--- src/rtl/fcf_pkg.sv ---
// Shared types and constants for the four channel FIR filter.
package fcf_pkg;

    localparam int CHANNELS  = 4;
    localparam int CH_W      = 2;
    localparam int SAMPLE_W  = 16;
    localparam int TAP_W     = 16;
    localparam int OUT_W     = 20;
    localparam int PROD_W    = 32;
    localparam int FRAC_W    = 14;
    localparam int MAX_TAPS  = 8;
    localparam int TAP_IDX_W = 3;
    localparam int CFG_IDX_W = 4;
    localparam int TAP_RESET = 2048;
    localparam int OUT_MAX   = 524287;
    localparam int OUT_MIN   = -524288;

    // Channel slots within one delay line word.
    localparam int CH_FRONT_LEFT  = 0;
    localparam int CH_FRONT_RIGHT = 1;
    localparam int CH_REAR_LEFT   = 2;
    localparam int CH_REAR_RIGHT  = 3;

    typedef logic signed [SAMPLE_W-1:0] sample_t;
    typedef logic signed [TAP_W-1:0]    tap_t;
    typedef logic signed [OUT_W-1:0]    result_t;

    typedef sample_t [CHANNELS-1:0] hist_word_t;
    typedef tap_t    [MAX_TAPS-1:0] tap_vec_t;
    typedef result_t [CHANNELS-1:0] result_vec_t;

    // Control tag that travels with each read through the MAC pipeline.
    typedef struct packed {
        logic                 vld;
        logic [CH_W-1:0]      ch;
        logic [TAP_IDX_W-1:0] tap;
        logic                 first;
        logic                 last;
    } mac_tag_t;

endpackage

--- src/rtl/fcf_hist_mem.sv ---
// Delay line memory: one word of four samples per age slot, registered read data.
module fcf_hist_mem #(
    parameter int DEPTH = 8,
    localparam int AW = $clog2(DEPTH)
) (
    input  logic               clk,
    input  logic               rst_n,
    input  logic               wr_en,
    input  logic [AW-1:0]      wr_addr,
    input  fcf_pkg::hist_word_t wr_data,
    input  logic               rd_en,
    input  logic [AW-1:0]      rd_addr,
    output fcf_pkg::hist_word_t rd_data
);
    import fcf_pkg::*;

    hist_word_t       mem [DEPTH];
    hist_word_t       rd_word_reg;
    logic [DEPTH-1:0] vld_reg;
    logic             rd_vld_reg;

    always_ff @(posedge clk)
    begin
        if (wr_en)
        begin
            mem[wr_addr] <= wr_data;
        end
        if (rd_en)
        begin
            rd_word_reg <= mem[rd_addr];
        end
    end

    // Slots never written read as zero.
    always_ff @(posedge clk or negedge rst_n)
    begin
        if (!rst_n)
        begin
            vld_reg    <= '0;
            rd_vld_reg <= 1'b0;
        end
        else
        begin
            if (wr_en)
            begin
                vld_reg[wr_addr] <= 1'b1;
            end
            if (rd_en)
            begin
                rd_vld_reg <= vld_reg[rd_addr];
            end
        end
    end

    assign rd_data = rd_vld_reg ? rd_word_reg : '0;

endmodule

--- src/rtl/fcf_mac.sv ---
// Shared multiply-accumulate pipeline with floor shift and saturation per channel.
module fcf_mac #(
    parameter int TAP_COUNT = 8
) (
    input  logic                 clk,
    input  logic                 rst_n,
    input  fcf_pkg::mac_tag_t    tag_in,
    input  fcf_pkg::hist_word_t  rd_data,
    input  fcf_pkg::tap_vec_t    taps,
    output logic                 done,
    output fcf_pkg::result_vec_t res
);
    import fcf_pkg::*;

    localparam int ACC_W = PROD_W + $clog2(TAP_COUNT);
    localparam logic signed [ACC_W-1:0] SAT_HI   = ACC_W'(OUT_MAX);
    localparam logic signed [ACC_W-1:0] SAT_LO   = ACC_W'(OUT_MIN);
    localparam logic signed [ACC_W-1:0] ACC_ZERO = '0;

    mac_tag_t                  tag1_reg;
    mac_tag_t                  tag2_reg;
    mac_tag_t                  tag3_reg;
    logic signed [PROD_W-1:0]  prod_next;
    logic signed [PROD_W-1:0]  prod_reg;
    logic signed [ACC_W-1:0]   acc_base;
    logic signed [ACC_W-1:0]   acc_next;
    logic signed [ACC_W-1:0]   acc_reg;
    logic signed [ACC_W-1:0]   shifted;
    result_t                   sat_val;
    result_vec_t               res_reg;

    always_comb
    begin
        prod_next = $signed(rd_data[tag1_reg.ch]) * $signed(taps[tag1_reg.tap]);
        acc_base  = tag2_reg.first ? ACC_ZERO : acc_reg;
        acc_next  = acc_base + ACC_W'(prod_reg);
        shifted   = acc_reg >>> FRAC_W;
        priority if (shifted > SAT_HI)
        begin
            sat_val = OUT_W'(OUT_MAX);
        end
        else if (shifted < SAT_LO)
        begin
            sat_val = OUT_W'(OUT_MIN);
        end
        else
        begin
            sat_val = shifted[OUT_W-1:0];
        end
    end

    always_ff @(posedge clk or negedge rst_n)
    begin
        if (!rst_n)
        begin
            tag1_reg <= '0;
            tag2_reg <= '0;
            tag3_reg <= '0;
        end
        else
        begin
            tag1_reg <= tag_in;
            tag2_reg <= tag1_reg;
            tag3_reg <= tag2_reg;
        end
    end

    always_ff @(posedge clk)
    begin
        if (tag1_reg.vld)
        begin
            prod_reg <= prod_next;
        end
        if (tag2_reg.vld)
        begin
            acc_reg <= acc_next;
        end
        if (tag3_reg.vld && tag3_reg.last)
        begin
            res_reg[tag3_reg.ch] <= sat_val;
        end
    end

    assign done = tag3_reg.vld && tag3_reg.last && (tag3_reg.ch == CH_W'(CHANNELS - 1));
    assign res  = res_reg;

endmodule

--- src/rtl/fcf_seq.sv ---
// Sequencer: write position, fill flag and read order over channels and taps.
module fcf_seq #(
    parameter int TAP_COUNT = 8,
    localparam int AW = $clog2(TAP_COUNT)
) (
    input  logic              clk,
    input  logic              rst_n,
    input  logic              in_valid,
    output logic              in_ready,
    input  logic              out_free,
    input  logic              done,
    output logic              load,
    output logic              full,
    output logic              wr_en,
    output logic [AW-1:0]     wr_addr,
    output logic              rd_en,
    output logic [AW-1:0]     rd_addr,
    output fcf_pkg::mac_tag_t tag
);
    import fcf_pkg::*;

    localparam logic [AW-1:0] POS_LAST  = AW'(TAP_COUNT - 1);
    localparam logic [AW:0]   DEPTH_EXT = (AW + 1)'(TAP_COUNT);

    typedef enum logic [1:0] {
        ST_IDLE,
        ST_RUN,
        ST_DRAIN,
        ST_HOLD
    } state_t;

    state_t          state_reg;
    logic [AW-1:0]   wp_reg;
    logic [AW-1:0]   base_reg;
    logic [AW-1:0]   k_reg;
    logic [CH_W-1:0] ch_reg;
    logic            full_reg;
    logic            wp_last;
    logic            k_last;
    logic [AW:0]     diff;
    logic [AW:0]     addr_ext;

    always_comb
    begin
        wp_last  = (wp_reg == POS_LAST);
        k_last   = (k_reg == POS_LAST);
        diff     = {1'b0, base_reg} - {1'b0, k_reg};
        addr_ext = (base_reg < k_reg) ? diff + DEPTH_EXT : diff;
    end

    always_ff @(posedge clk or negedge rst_n)
    begin
        if (!rst_n)
        begin
            state_reg <= ST_IDLE;
            wp_reg    <= '0;
            base_reg  <= '0;
            k_reg     <= '0;
            ch_reg    <= '0;
            full_reg  <= 1'b0;
        end
        else
        begin
            unique case (state_reg)
                ST_IDLE:
                begin
                    if (in_valid)
                    begin
                        base_reg  <= wp_reg;
                        wp_reg    <= wp_last ? '0 : wp_reg + AW'(1);
                        full_reg  <= full_reg | wp_last;
                        k_reg     <= '0;
                        ch_reg    <= '0;
                        state_reg <= ST_RUN;
                    end
                end
                ST_RUN:
                begin
                    if (k_last)
                    begin
                        k_reg <= '0;
                        if (ch_reg == CH_W'(CHANNELS - 1))
                        begin
                            state_reg <= ST_DRAIN;
                        end
                        else
                        begin
                            ch_reg <= ch_reg + CH_W'(1);
                        end
                    end
                    else
                    begin
                        k_reg <= k_reg + AW'(1);
                    end
                end
                ST_DRAIN:
                begin
                    if (done)
                    begin
                        state_reg <= ST_HOLD;
                    end
                end
                ST_HOLD:
                begin
                    if (out_free)
                    begin
                        state_reg <= ST_IDLE;
                    end
                end
                default:
                begin
                    state_reg <= ST_IDLE;
                end
            endcase
        end
    end

    assign in_ready  = (state_reg == ST_IDLE);
    assign wr_en     = in_valid && in_ready;
    assign wr_addr   = wp_reg;
    assign rd_en     = (state_reg == ST_RUN);
    assign rd_addr   = addr_ext[AW-1:0];
    assign load      = (state_reg == ST_HOLD) && out_free;
    assign full      = full_reg;
    assign tag.vld   = rd_en;
    assign tag.ch    = ch_reg;
    assign tag.tap   = TAP_IDX_W'(k_reg);
    assign tag.first = (k_reg == '0);
    assign tag.last  = k_last;

endmodule

--- src/rtl/four_channel_fir_filter.sv ---
// Top level of the four channel FIR filter: tap registers, delay memory, MAC and output register.
//
// Four-channel direct-form FIR filter for load cell forces. Each input transfer carries
// one signed 16-bit sample per channel; the samples go into an 8-slot (TAP_COUNT-slot)
// delay memory that holds all four channels in one word, and each channel's result is
// the sum of tap_k times the sample k transfers old, shifted right by 14 with floor
// rounding and saturated to signed 20 bits. Slots not yet written since reset count as
// zero. history_full rises with the TAP_COUNT-th transfer after reset and stays high.
// Taps are signed Q2.14 words written through the cfg port at index 0..7 (reset 0.125);
// writes to other indexes are dropped. Write taps only while no item is in flight.
// One multiplier is shared over every channel and tap, one memory read per product, so
// the next transfer in is taken only after the item's result is loaded into the output
// register. The output register holds a finished result while the next item is already
// being filtered.
module four_channel_fir_filter #(
    parameter int TAP_COUNT = 8
) (
    input  logic                             clk,
    input  logic                             rst_n,
    input  logic                             in_valid,
    output logic                             in_ready,
    input  fcf_pkg::sample_t                 front_left_sample,
    input  fcf_pkg::sample_t                 front_right_sample,
    input  fcf_pkg::sample_t                 rear_left_sample,
    input  fcf_pkg::sample_t                 rear_right_sample,
    output logic                             out_valid,
    input  logic                             out_ready,
    output fcf_pkg::result_t                 front_left_filtered,
    output fcf_pkg::result_t                 front_right_filtered,
    output fcf_pkg::result_t                 rear_left_filtered,
    output fcf_pkg::result_t                 rear_right_filtered,
    output logic                             history_full,
    input  logic                             cfg_valid,
    output logic                             cfg_ready,
    input  logic [fcf_pkg::CFG_IDX_W-1:0]    cfg_index,
    input  fcf_pkg::tap_t                    cfg_data
);
    import fcf_pkg::*;

    localparam int AW = $clog2(TAP_COUNT);

    tap_vec_t    tap_reg;
    hist_word_t  wr_word;
    hist_word_t  rd_word;
    mac_tag_t    seq_tag;
    result_vec_t mac_res;
    result_vec_t out_res_reg;
    logic        out_full_reg;
    logic        out_valid_reg;
    logic        out_free;
    logic        load;
    logic        full;
    logic        done;
    logic        wr_en;
    logic        rd_en;
    logic [AW-1:0] wr_addr;
    logic [AW-1:0] rd_addr;

    // Tap registers; the config port never stalls.
    always_ff @(posedge clk or negedge rst_n)
    begin
        if (!rst_n)
        begin
            tap_reg <= {MAX_TAPS{TAP_W'(TAP_RESET)}};
        end
        else if (cfg_valid && (cfg_index < CFG_IDX_W'(MAX_TAPS)))
        begin
            tap_reg[cfg_index[TAP_IDX_W-1:0]] <= cfg_data;
        end
    end

    assign cfg_ready = 1'b1;

    // Pack the four channel samples into one delay line word.
    assign wr_word[CH_FRONT_LEFT]  = front_left_sample;
    assign wr_word[CH_FRONT_RIGHT] = front_right_sample;
    assign wr_word[CH_REAR_LEFT]   = rear_left_sample;
    assign wr_word[CH_REAR_RIGHT]  = rear_right_sample;

    fcf_seq #(
        .TAP_COUNT (TAP_COUNT)
    ) u_seq (
        .clk      (clk),
        .rst_n    (rst_n),
        .in_valid (in_valid),
        .in_ready (in_ready),
        .out_free (out_free),
        .done     (done),
        .load     (load),
        .full     (full),
        .wr_en    (wr_en),
        .wr_addr  (wr_addr),
        .rd_en    (rd_en),
        .rd_addr  (rd_addr),
        .tag      (seq_tag)
    );

    fcf_hist_mem #(
        .DEPTH (TAP_COUNT)
    ) u_hist_mem (
        .clk     (clk),
        .rst_n   (rst_n),
        .wr_en   (wr_en),
        .wr_addr (wr_addr),
        .wr_data (wr_word),
        .rd_en   (rd_en),
        .rd_addr (rd_addr),
        .rd_data (rd_word)
    );

    fcf_mac #(
        .TAP_COUNT (TAP_COUNT)
    ) u_mac (
        .clk     (clk),
        .rst_n   (rst_n),
        .tag_in  (seq_tag),
        .rd_data (rd_word),
        .taps    (tap_reg),
        .done    (done),
        .res     (mac_res)
    );

    // Output register: load when empty or when the waiting result transfers out.
    assign out_free = !out_valid_reg || out_ready;

    always_ff @(posedge clk or negedge rst_n)
    begin
        if (!rst_n)
        begin
            out_valid_reg <= 1'b0;
        end
        else if (load)
        begin
            out_valid_reg <= 1'b1;
        end
        else if (out_ready)
        begin
            out_valid_reg <= 1'b0;
        end
    end

    always_ff @(posedge clk)
    begin
        if (load)
        begin
            out_res_reg  <= mac_res;
            out_full_reg <= full;
        end
    end

    assign out_valid            = out_valid_reg;
    assign front_left_filtered  = out_res_reg[CH_FRONT_LEFT];
    assign front_right_filtered = out_res_reg[CH_FRONT_RIGHT];
    assign rear_left_filtered   = out_res_reg[CH_REAR_LEFT];
    assign rear_right_filtered  = out_res_reg[CH_REAR_RIGHT];
    assign history_full         = out_full_reg;

    // An accepted item starts issuing reads in the very next cycle.
    assert property (@(posedge clk) disable iff (!rst_n)
        (in_valid && in_ready) |=> seq_tag.vld)
        else $error("read sequence did not start after input transfer");

    // A result is never loaded over one that is still waiting.
    assert property (@(posedge clk) disable iff (!rst_n)
        load |-> (!out_valid_reg || out_ready))
        else $error("output register overwritten before transfer");

    // The fill flag never drops once set.
    assert property (@(posedge clk) disable iff (!rst_n)
        history_full |=> history_full)
        else $error("history_full fell");

endmodule

--- config.mk ---
export PLATFORM = sky130hd
export DESIGN_NAME = four_channel_fir_filter
export DESIGN_NICKNAME = d
export VERILOG_FILES = /design/src/rtl/fcf_pkg.sv /design/src/rtl/fcf_hist_mem.sv /design/src/rtl/fcf_mac.sv /design/src/rtl/fcf_seq.sv /design/src/rtl/four_channel_fir_filter.sv
export SDC_FILE = /design/constraint.sdc
export NUM_CORES = 2
export LEC_CHECK = 0
export BUFFER_PORTS_ARGS = -buffer_cell sky130_fd_sc_hd__buf_2
export CAP_MARGIN = 10
export CELL_PAD_IN_SITES_DETAIL_PLACEMENT = 1
export CELL_PAD_IN_SITES_GLOBAL_PLACEMENT = 2
export CORE_ASPECT_RATIO = 0.8
export CORE_MARGIN = 5
export CORE_UTILIZATION = 50
export DETAILED_ROUTE_END_ITERATION = 10
export GPL_ROUTABILITY_DRIVEN = 0
export PLACE_DENSITY = 0.81
export SKIP_CTS_REPAIR_TIMING = 1
export SLEW_MARGIN = 5
export SYNTH_ARGS = -nofsm -noshare
export SYNTH_HDL_FRONTEND = slang
export SYNTH_SLANG_ARGS = --single-unit
export TNS_END_PERCENT = 10
--- constraint.sdc ---
create_clock -name clk -period 12.6 [get_ports clk]
set_input_delay 0.63 -clock clk [delete_from_list [all_inputs] [get_ports clk]]
set_output_delay 0.63 -clock clk [all_outputs]
set_load 0.01 [all_outputs]
# After elaboration in Yosys (flattened, before gate mapping)
# Memories as Yosys holds them, arrays and structs flattened. A register that Yosys moved wholly into a read port is not among the register bits.
# Cells that the tools add are included.
# word_totals
ff_bits	397
out_inout_bits	84
input_bits	89
elab_cells	131
n_memories	1
ram_bits	512
# mem_list
name	depth	width	rd	rd_ports_with_merged_regs	wr	line_no	text
u_hist_mem.mem	8	64	1	1	1	fcf_hist_mem.sv:17	hist_word_t mem [DEPTH];
# classes
n_addsub	6
reduce_logical	18
mux	37
n_mul	1
order_cmp	13
bitwise_logic	2
n_eq_ne	13
# ops
operator	n
$bwmux W128	1
$bwmux W80	1
$mux W64	1
$mux W20	3
$bmux W16 S3	1
$demux W16 S3	1
$mux W16	3
$demux W20 S2	1
$add A35 B32 Y35	1
$mux W35	1
$bmux W16 S2	1
$mul A16 B16 Y32	1
$gt A21 B20 Y1 const B	1
$lt A21 B20 Y1 const B	1
$lt A3 B4 Y1 const B	4
$mux W2	8
$mux W3	4
$add A3 B1 Y3 const B	3
$eq A2 B2 Y1 const B	4
$logic_and A1 B1 Y1	8
$or A8 B8 Y8	1
$pmux W2 S4	1
$eq A3 B3 Y1 const B	2
$ge A3 B1 Y1 const B	2
other kinds (23)	35

# Depth between registers and ports, before layout
# logic_depth
word_depth	5
mapped_depth	27
ltp_nobuf	24

# Cells and area by module
# A second synthesis with hierarchy kept.
# hier_totals
cells_unflattened	3079
area_unflattened_um2	48537.8
# by_module_without_submodules
mod	area_each_um2	cells_each	instances	seq_area_each_um2
fcf_hist_mem	21956.1	912	1	17521.8
fcf_mac	18315.1	1721	1	4839.6
four_channel_fir_filter	7400.8	366	1	5670.4
fcf_seq	865.8	80	1	350.3

# Worst setup path before layout
# No wires, ideal clock.
# synth_timing
path_kind	flip-flop to flip-flop
from	register u_seq.state_reg[0]
to	register u_hist_mem.vld_reg[0]
required_time_ps	12497
stages_incl_launch_ff	6
arrival_time_ps	7649
period_less_slack_ps	7752
path_buffers	0
slack_ps	4848
setup_time_ps	103
path_cell_list	dfrtp_1 -> inv_1 -> ha_1 -> nand2_1 -> nor4_1 -> or2_2
# synth_between
elab_chain_cells	2
# synth_rtl
item	line_no	text
start, declared	fcf_seq.sv:32	state_t state_reg;
start signal, assigned	fcf_seq.sv:55	state_reg <= ST_IDLE;
start signal, assigned	fcf_seq.sv:74	state_reg <= ST_RUN;
start signal, assigned	fcf_seq.sv:84	state_reg <= ST_DRAIN;
$logic_not A2 Y1	fcf_seq.sv:118	assign in_ready = (state_reg == ST_IDLE);
via in_ready	four_channel_fir_filter.sv:21	output logic in_ready,
$logic_and A1 B1 Y1	fcf_seq.sv:119	assign wr_en = in_valid && in_ready;
end signal, assigned	fcf_hist_mem.sv:39	vld_reg <= '0;
end signal, assigned by index	fcf_hist_mem.sv:46	vld_reg[wr_addr] <= 1'b1;
end, declared	fcf_hist_mem.sv:19	logic [DEPTH-1:0] vld_reg;
# The timed path passes the listed nets, and every way through them passes these cells.
# A chain may end at the register's enable or synchronous reset.

# Worst setup path in the final report
# layout_timing
from	register u_mac.tag1_reg[2] (netlist name)
to	register u_mac.prod_reg[30], data pin
# layout_between
elab_chain_cells	3
# layout_rtl
item	line_no	text
start, declared	fcf_mac.sv:20	mac_tag_t tag1_reg;
start signal, assigned	fcf_mac.sv:62	tag1_reg <= tag_in;
$bmux W16 S3	fcf_mac.sv:34	prod_next = $signed(rd_data[tag1_reg.ch]) * $signed(taps[tag1_reg.tap]);
$mux W16 (implied by the code)	fcf_mac.sv:34	
$mul A16 B16 Y32	fcf_mac.sv:34	
via u_mac.prod_next[30]	fcf_mac.sv:23	logic signed [PROD_W-1:0] prod_next;
end signal, assigned	fcf_mac.sv:72	prod_reg <= prod_next;
end, declared	fcf_mac.sv:24	logic signed [PROD_W-1:0] prod_reg;
# The timed path passes the listed nets, and every way through them passes these cells. The select of a mux whose other input is x is not followed.

==> Flow_metrics.wiki <==
{| class="wikitable"
! Metric !! Value
|-
| Outcome || complete, no violations
|-
| Setup TNS Final || 0 ps
|-
| Share of synthesized cell area in and, or, nand and nor gates || 5.38%
|-
| Lkg Pwr || 20.7 nW
|-
| Fraction of the cycle the final worst path needs || 64.3%
|-
| Drt drc || 0
|-
| Count of input and output buffers || 171
|-
| Post-placement cell area || 0.0506 sq mm
|-
| Total wire length || 112,000 um
|-
| Area enclosed by the die boundary || 0.103 sq mm
|-
| Post-synthesis cell type with the largest combined area || sky130_fd_sc_hd__edfxtp_1
|-
| Largest net degree at the start of global routing || 99
|-
| Clock share of power || 41.2%
|-
| Internal power consumption || 5.41 mW
|-
| Vias in the first global route || 29,600
|-
| Count of flip-flops with a built-in enable after synthesis || 804
|-
| Net switching power || 1.54 mW
|-
| Clock latency at the later pin of the worst-skew pair || 700 ps
|-
| Layout Skew || 65.6 ps
|-
| Fraction of power consumed by combinational cells || 6.6%
|-
| Number of distinct library cell variants in the gate-level netlist after synthesis || 81
|-
| Commonest cells in the synthesized netlist || sky130_fd_sc_hd__edfxtp_1, sky130_fd_sc_hd__inv_1, sky130_fd_sc_hd__fa_1, sky130_fd_sc_hd__mux2_2, sky130_fd_sc_hd__nand2_1
|-
| CP Capture Type || flop
|-
| Routed wirelength normalized by instance count || 24.1 um
|-
| Final setup fails || 0
|-
| Final instance area || 0.0539 sq mm
|-
| DP Worst Slack || 4450 ps
|-
| Count of mapped cells out of synthesis || 3,054
|-
| Final #Nets || 3,745
|-
| Number of slew-limit violations in the final report || 0
|-
| Die width || 357 um
|-
| Clk buf depth || 3
|-
| Deepest level of the CTS H-tree || 3
|-
| Post-synthesis instance area || 0.0481 sq mm
|-
| Number of max-capacitance violations reported || 0
|-
| Estimated wirelength of the detail-placed design || 75,300 um
|-
| First-pass GRT wire length || 177,000 um
|-
| Routed via count divided by cell count || 5.62
|-
| Part of the Yosys area used for sequential elements || 59.0%
|-
| Max Clock Freq || 0.123 GHz
|-
| Fraction of the mapped netlist area in compound gates || 3.49%
|-
| Final non-filler cell total || 4,634
|-
| Sequential power share || 52.1%
|-
| Setup crit start kind || flop
|-
| Power density over cell area || 129 mW/mm^2
|-
| Main flop type after synthesis || sky130_fd_sc_hd__edfxtp_1
|-
| Number of placed cells counting well taps || 4,450
|-
| Most instantiated library cell after synthesis || sky130_fd_sc_hd__edfxtp_1
|-
| Num Clock Sinks || 973
|-
| Combinational family with the most area after synthesis || adder cells
|-
| Worst max-slew margin expressed relative to the limit || 20.8%
|-
| Remaining antenna violation count || 0
|-
| Transition time at the pin with the least slew margin || 1180 ps
|-
| Top cells by area in the synthesized netlist || sky130_fd_sc_hd__edfxtp_1, sky130_fd_sc_hd__fa_1, sky130_fd_sc_hd__dfrtp_1
|-
| Fraction of synthesized cell area in xor and xnor cells || 1.09%
|-
| Synthesized netlist net count || 3,534
|-
| Flip-flop and latch count after synthesis || 973
|-
| Classification of the worst-slack hold path || input port to asynchronous set/reset pin
|-
| Number of hold violations in the final report || 0
|-
| CP Data Arrival Time || 8490 ps
|-
| Clock slew at reported path FFs || 60 ps
|-
| VDD IR-drop max || 0.132 mV
|-
| Overall Global Routing Usage || 22.5%
|-
| Number of standard-cell rows in the floorplan || 101
|-
| Synth warn || 0
|-
| Final worst path period need || 8110 ps
|-
| Total clock buffers created by CTS || 97
|-
| Max reg flops || 512
|-
| Fraction of final layout cells sized beyond drive strength 1 || 24.3%
|-
| DRT Pass-1 Iters || 5
|-
| IO Pins || 173
|-
| Overall via count from detail_route || 26,000
|-
| Clock root cell || sky130_fd_sc_hd__clkbuf_16
|-
| RSZ-0062 raised after global routing || false
|-
| Count of routing violations after the opening detailed-route iteration || 1,684
|-
| Kind of critical path || flop to flop
|-
| CP Max Fanout || 24
|-
| Proportion of synthesized flip-flops having asynchronous set or reset || 17.4%
|-
| Total global routing overflow || 0
|-
| Number of antenna violations at the first check in global routing || 15
|-
| Portion of synthesized cell area occupied by the leading cell type || 50.2%
|-
| Hold Slack || 52.7 ps
|-
| Adder and majority gate portion of the synthesized area || 14.3%
|-
| Mux contribution to synthesized area || 13.3%
|-
| Worst setup slack after layout || 4490 ps
|-
| Vertical die dimension || 288 um
|-
| Core area || 0.0952 sq mm
|-
| Layout overhead on the synthesized area || 12.0%
|-
| Initial Util || 50.6%
|-
| Switch share || 22.1%
|-
| Critical Path RT || 12,990 ps
|-
| Per-instance average area after synthesis || 15.8 sq um
|-
| TritonCTS clock tree || yes
|}
[placed cells by master (no fill, tap or decap), types with 9 or more instances in the layout]
cell and instances:
sky130_fd_sc_hd__edfxtp_1 804, sky130_fd_sc_hd__inv_1 316, sky130_fd_sc_hd__fa_1 263, sky130_fd_sc_hd__mux2_2 216, sky130_fd_sc_hd__nand2_1 172, sky130_fd_sc_hd__buf_2 170
sky130_fd_sc_hd__mux4_2 166, sky130_fd_sc_hd__nor2_1 160, sky130_fd_sc_hd__dfrtp_1 160, sky130_fd_sc_hd__ha_1 125, sky130_fd_sc_hd__clkbuf_16 99, sky130_fd_sc_hd__a21oi_1 57
sky130_fd_sc_hd__nor2b_1 54, sky130_fd_sc_hd__o21ai_0 54, sky130_fd_sc_hd__buf_4 50, sky130_fd_sc_hd__xnor2_1 47, sky130_fd_sc_hd__nand2b_1 32, sky130_fd_sc_hd__nand3_1 27
sky130_fd_sc_hd__mux2i_1 25, sky130_fd_sc_hd__o211ai_1 22, sky130_fd_sc_hd__clkinv_2 20, sky130_fd_sc_hd__a21o_1 18, sky130_fd_sc_hd__and2_1 17, sky130_fd_sc_hd__nor3_1 17
sky130_fd_sc_hd__clkinv_1 16, sky130_fd_sc_hd__or2_2 14, sky130_fd_sc_hd__clkbuf_1 14, sky130_fd_sc_hd__o211a_1 13, sky130_fd_sc_hd__xor2_1 12, sky130_fd_sc_hd__nand3b_1 10
sky130_fd_sc_hd__clkbuf_8 10, sky130_fd_sc_hd__and3_1 9
[power groups by stage]
| stage | logic, mW | clock network, mW | registers (mW) |
|---|---|---|---|
| finish | 0.460 | 2.86 | 3.62 |
| global route | 0.509 | 3.10 | 3.63 |
| CTS | 0.462 | 2.94 | 3.62 |
| detailed placement | 0.460 | 0 | 3.69 |
| global placement | 0.437 | 0 | 3.68 |
| floorplan | 0.303 | 0 | 3.67 |
[path summary, 6_finish.rpt]
check,start,end,slack (ps),cells past startpoint
worst max-delay path,u_mac.tag1_reg[2],u_mac.prod_reg[30],4490,22
worst min-delay path,rst_n,tap_reg[32],50,1
worst max register to register,u_mac.tag1_reg[2],u_mac.prod_reg[30],4490,22
worst min register to register,u_mac.tag2_reg[5],u_mac.tag3_reg[5],350,0
max in group asynchronous,rst_n,u_mac.tag1_reg[2],10900,2
min in group clk,rear_right_sample[15],u_hist_mem.mem[0][63],190,1
[cell type report]
| class | count | area, sq um |
|---|---|---|
| inverters | 318 | 1190 |
| repair buffers | 223 | 1280 |
| well taps | 1287 | 1610 |
| multi-input cells | 1652 | 18200 |
| clock buffers | 123 | 2670 |
| diodes | 4 | 10.0 |
| flip-flops and latches | 973 | 28400 |
| clock inverters | 54 | 558 |
| fillers | 8809 | 41200 |
[routing by layer]
| metal | GRT usage [%] | routed length [um] |
|---|---|---|
| met5 | 0 | 106 |
| met4 | 4.76 | 2240 |
| met3 | 3.76 | 4990 |
| met2 | 39.4 | 57100 |
| met1 | 29.8 | 47400 |
[critical path: stages, from the launching register on]
cell and delay [ps]:
sky130_fd_sc_hd__dfrtp_2 550, sky130_fd_sc_hd__buf_4 520, sky130_fd_sc_hd__mux4_2 600, sky130_fd_sc_hd__mux2i_1 790
sky130_fd_sc_hd__nor2_1 140, sky130_fd_sc_hd__fa_1 540, sky130_fd_sc_hd__inv_1 60, sky130_fd_sc_hd__fa_1 530
sky130_fd_sc_hd__inv_1 50, sky130_fd_sc_hd__fa_1 490, sky130_fd_sc_hd__inv_1 60, sky130_fd_sc_hd__fa_1 550
sky130_fd_sc_hd__fa_1 430, sky130_fd_sc_hd__fa_1 490, sky130_fd_sc_hd__inv_1 40, sky130_fd_sc_hd__ha_1 370
sky130_fd_sc_hd__and3_1 210, sky130_fd_sc_hd__nand3_1 120, sky130_fd_sc_hd__or4_1 530, sky130_fd_sc_hd__a31o_2 280
sky130_fd_sc_hd__a21oi_1 240, sky130_fd_sc_hd__nand4b_1 150, sky130_fd_sc_hd__o211ai_1 100
[per-stage QoR]
| step | power, mW | util (%) |
|---|---|---|
| floorplan | 3.97 | - |
| global placement | 4.11 | 53.2 |
| detailed placement | 4.15 | 53.2 |
| CTS | 7.02 | 56.6 |
| global route | 7.24 | 56.7 |
| finish | 6.94 | 56.7 |
[cell families after synthesis]
logic type / Yosys count
flip-flops: 973
AND/OR/NAND/NOR: 550
buffers and inverters: 429
multiplexers: 407
adder cells (fa/ha/maj): 391
AO/OA/AOI/OAI: 243
XOR/XNOR: 60
other: 1
No activity file was read; power rests on OpenSTA's default activity.
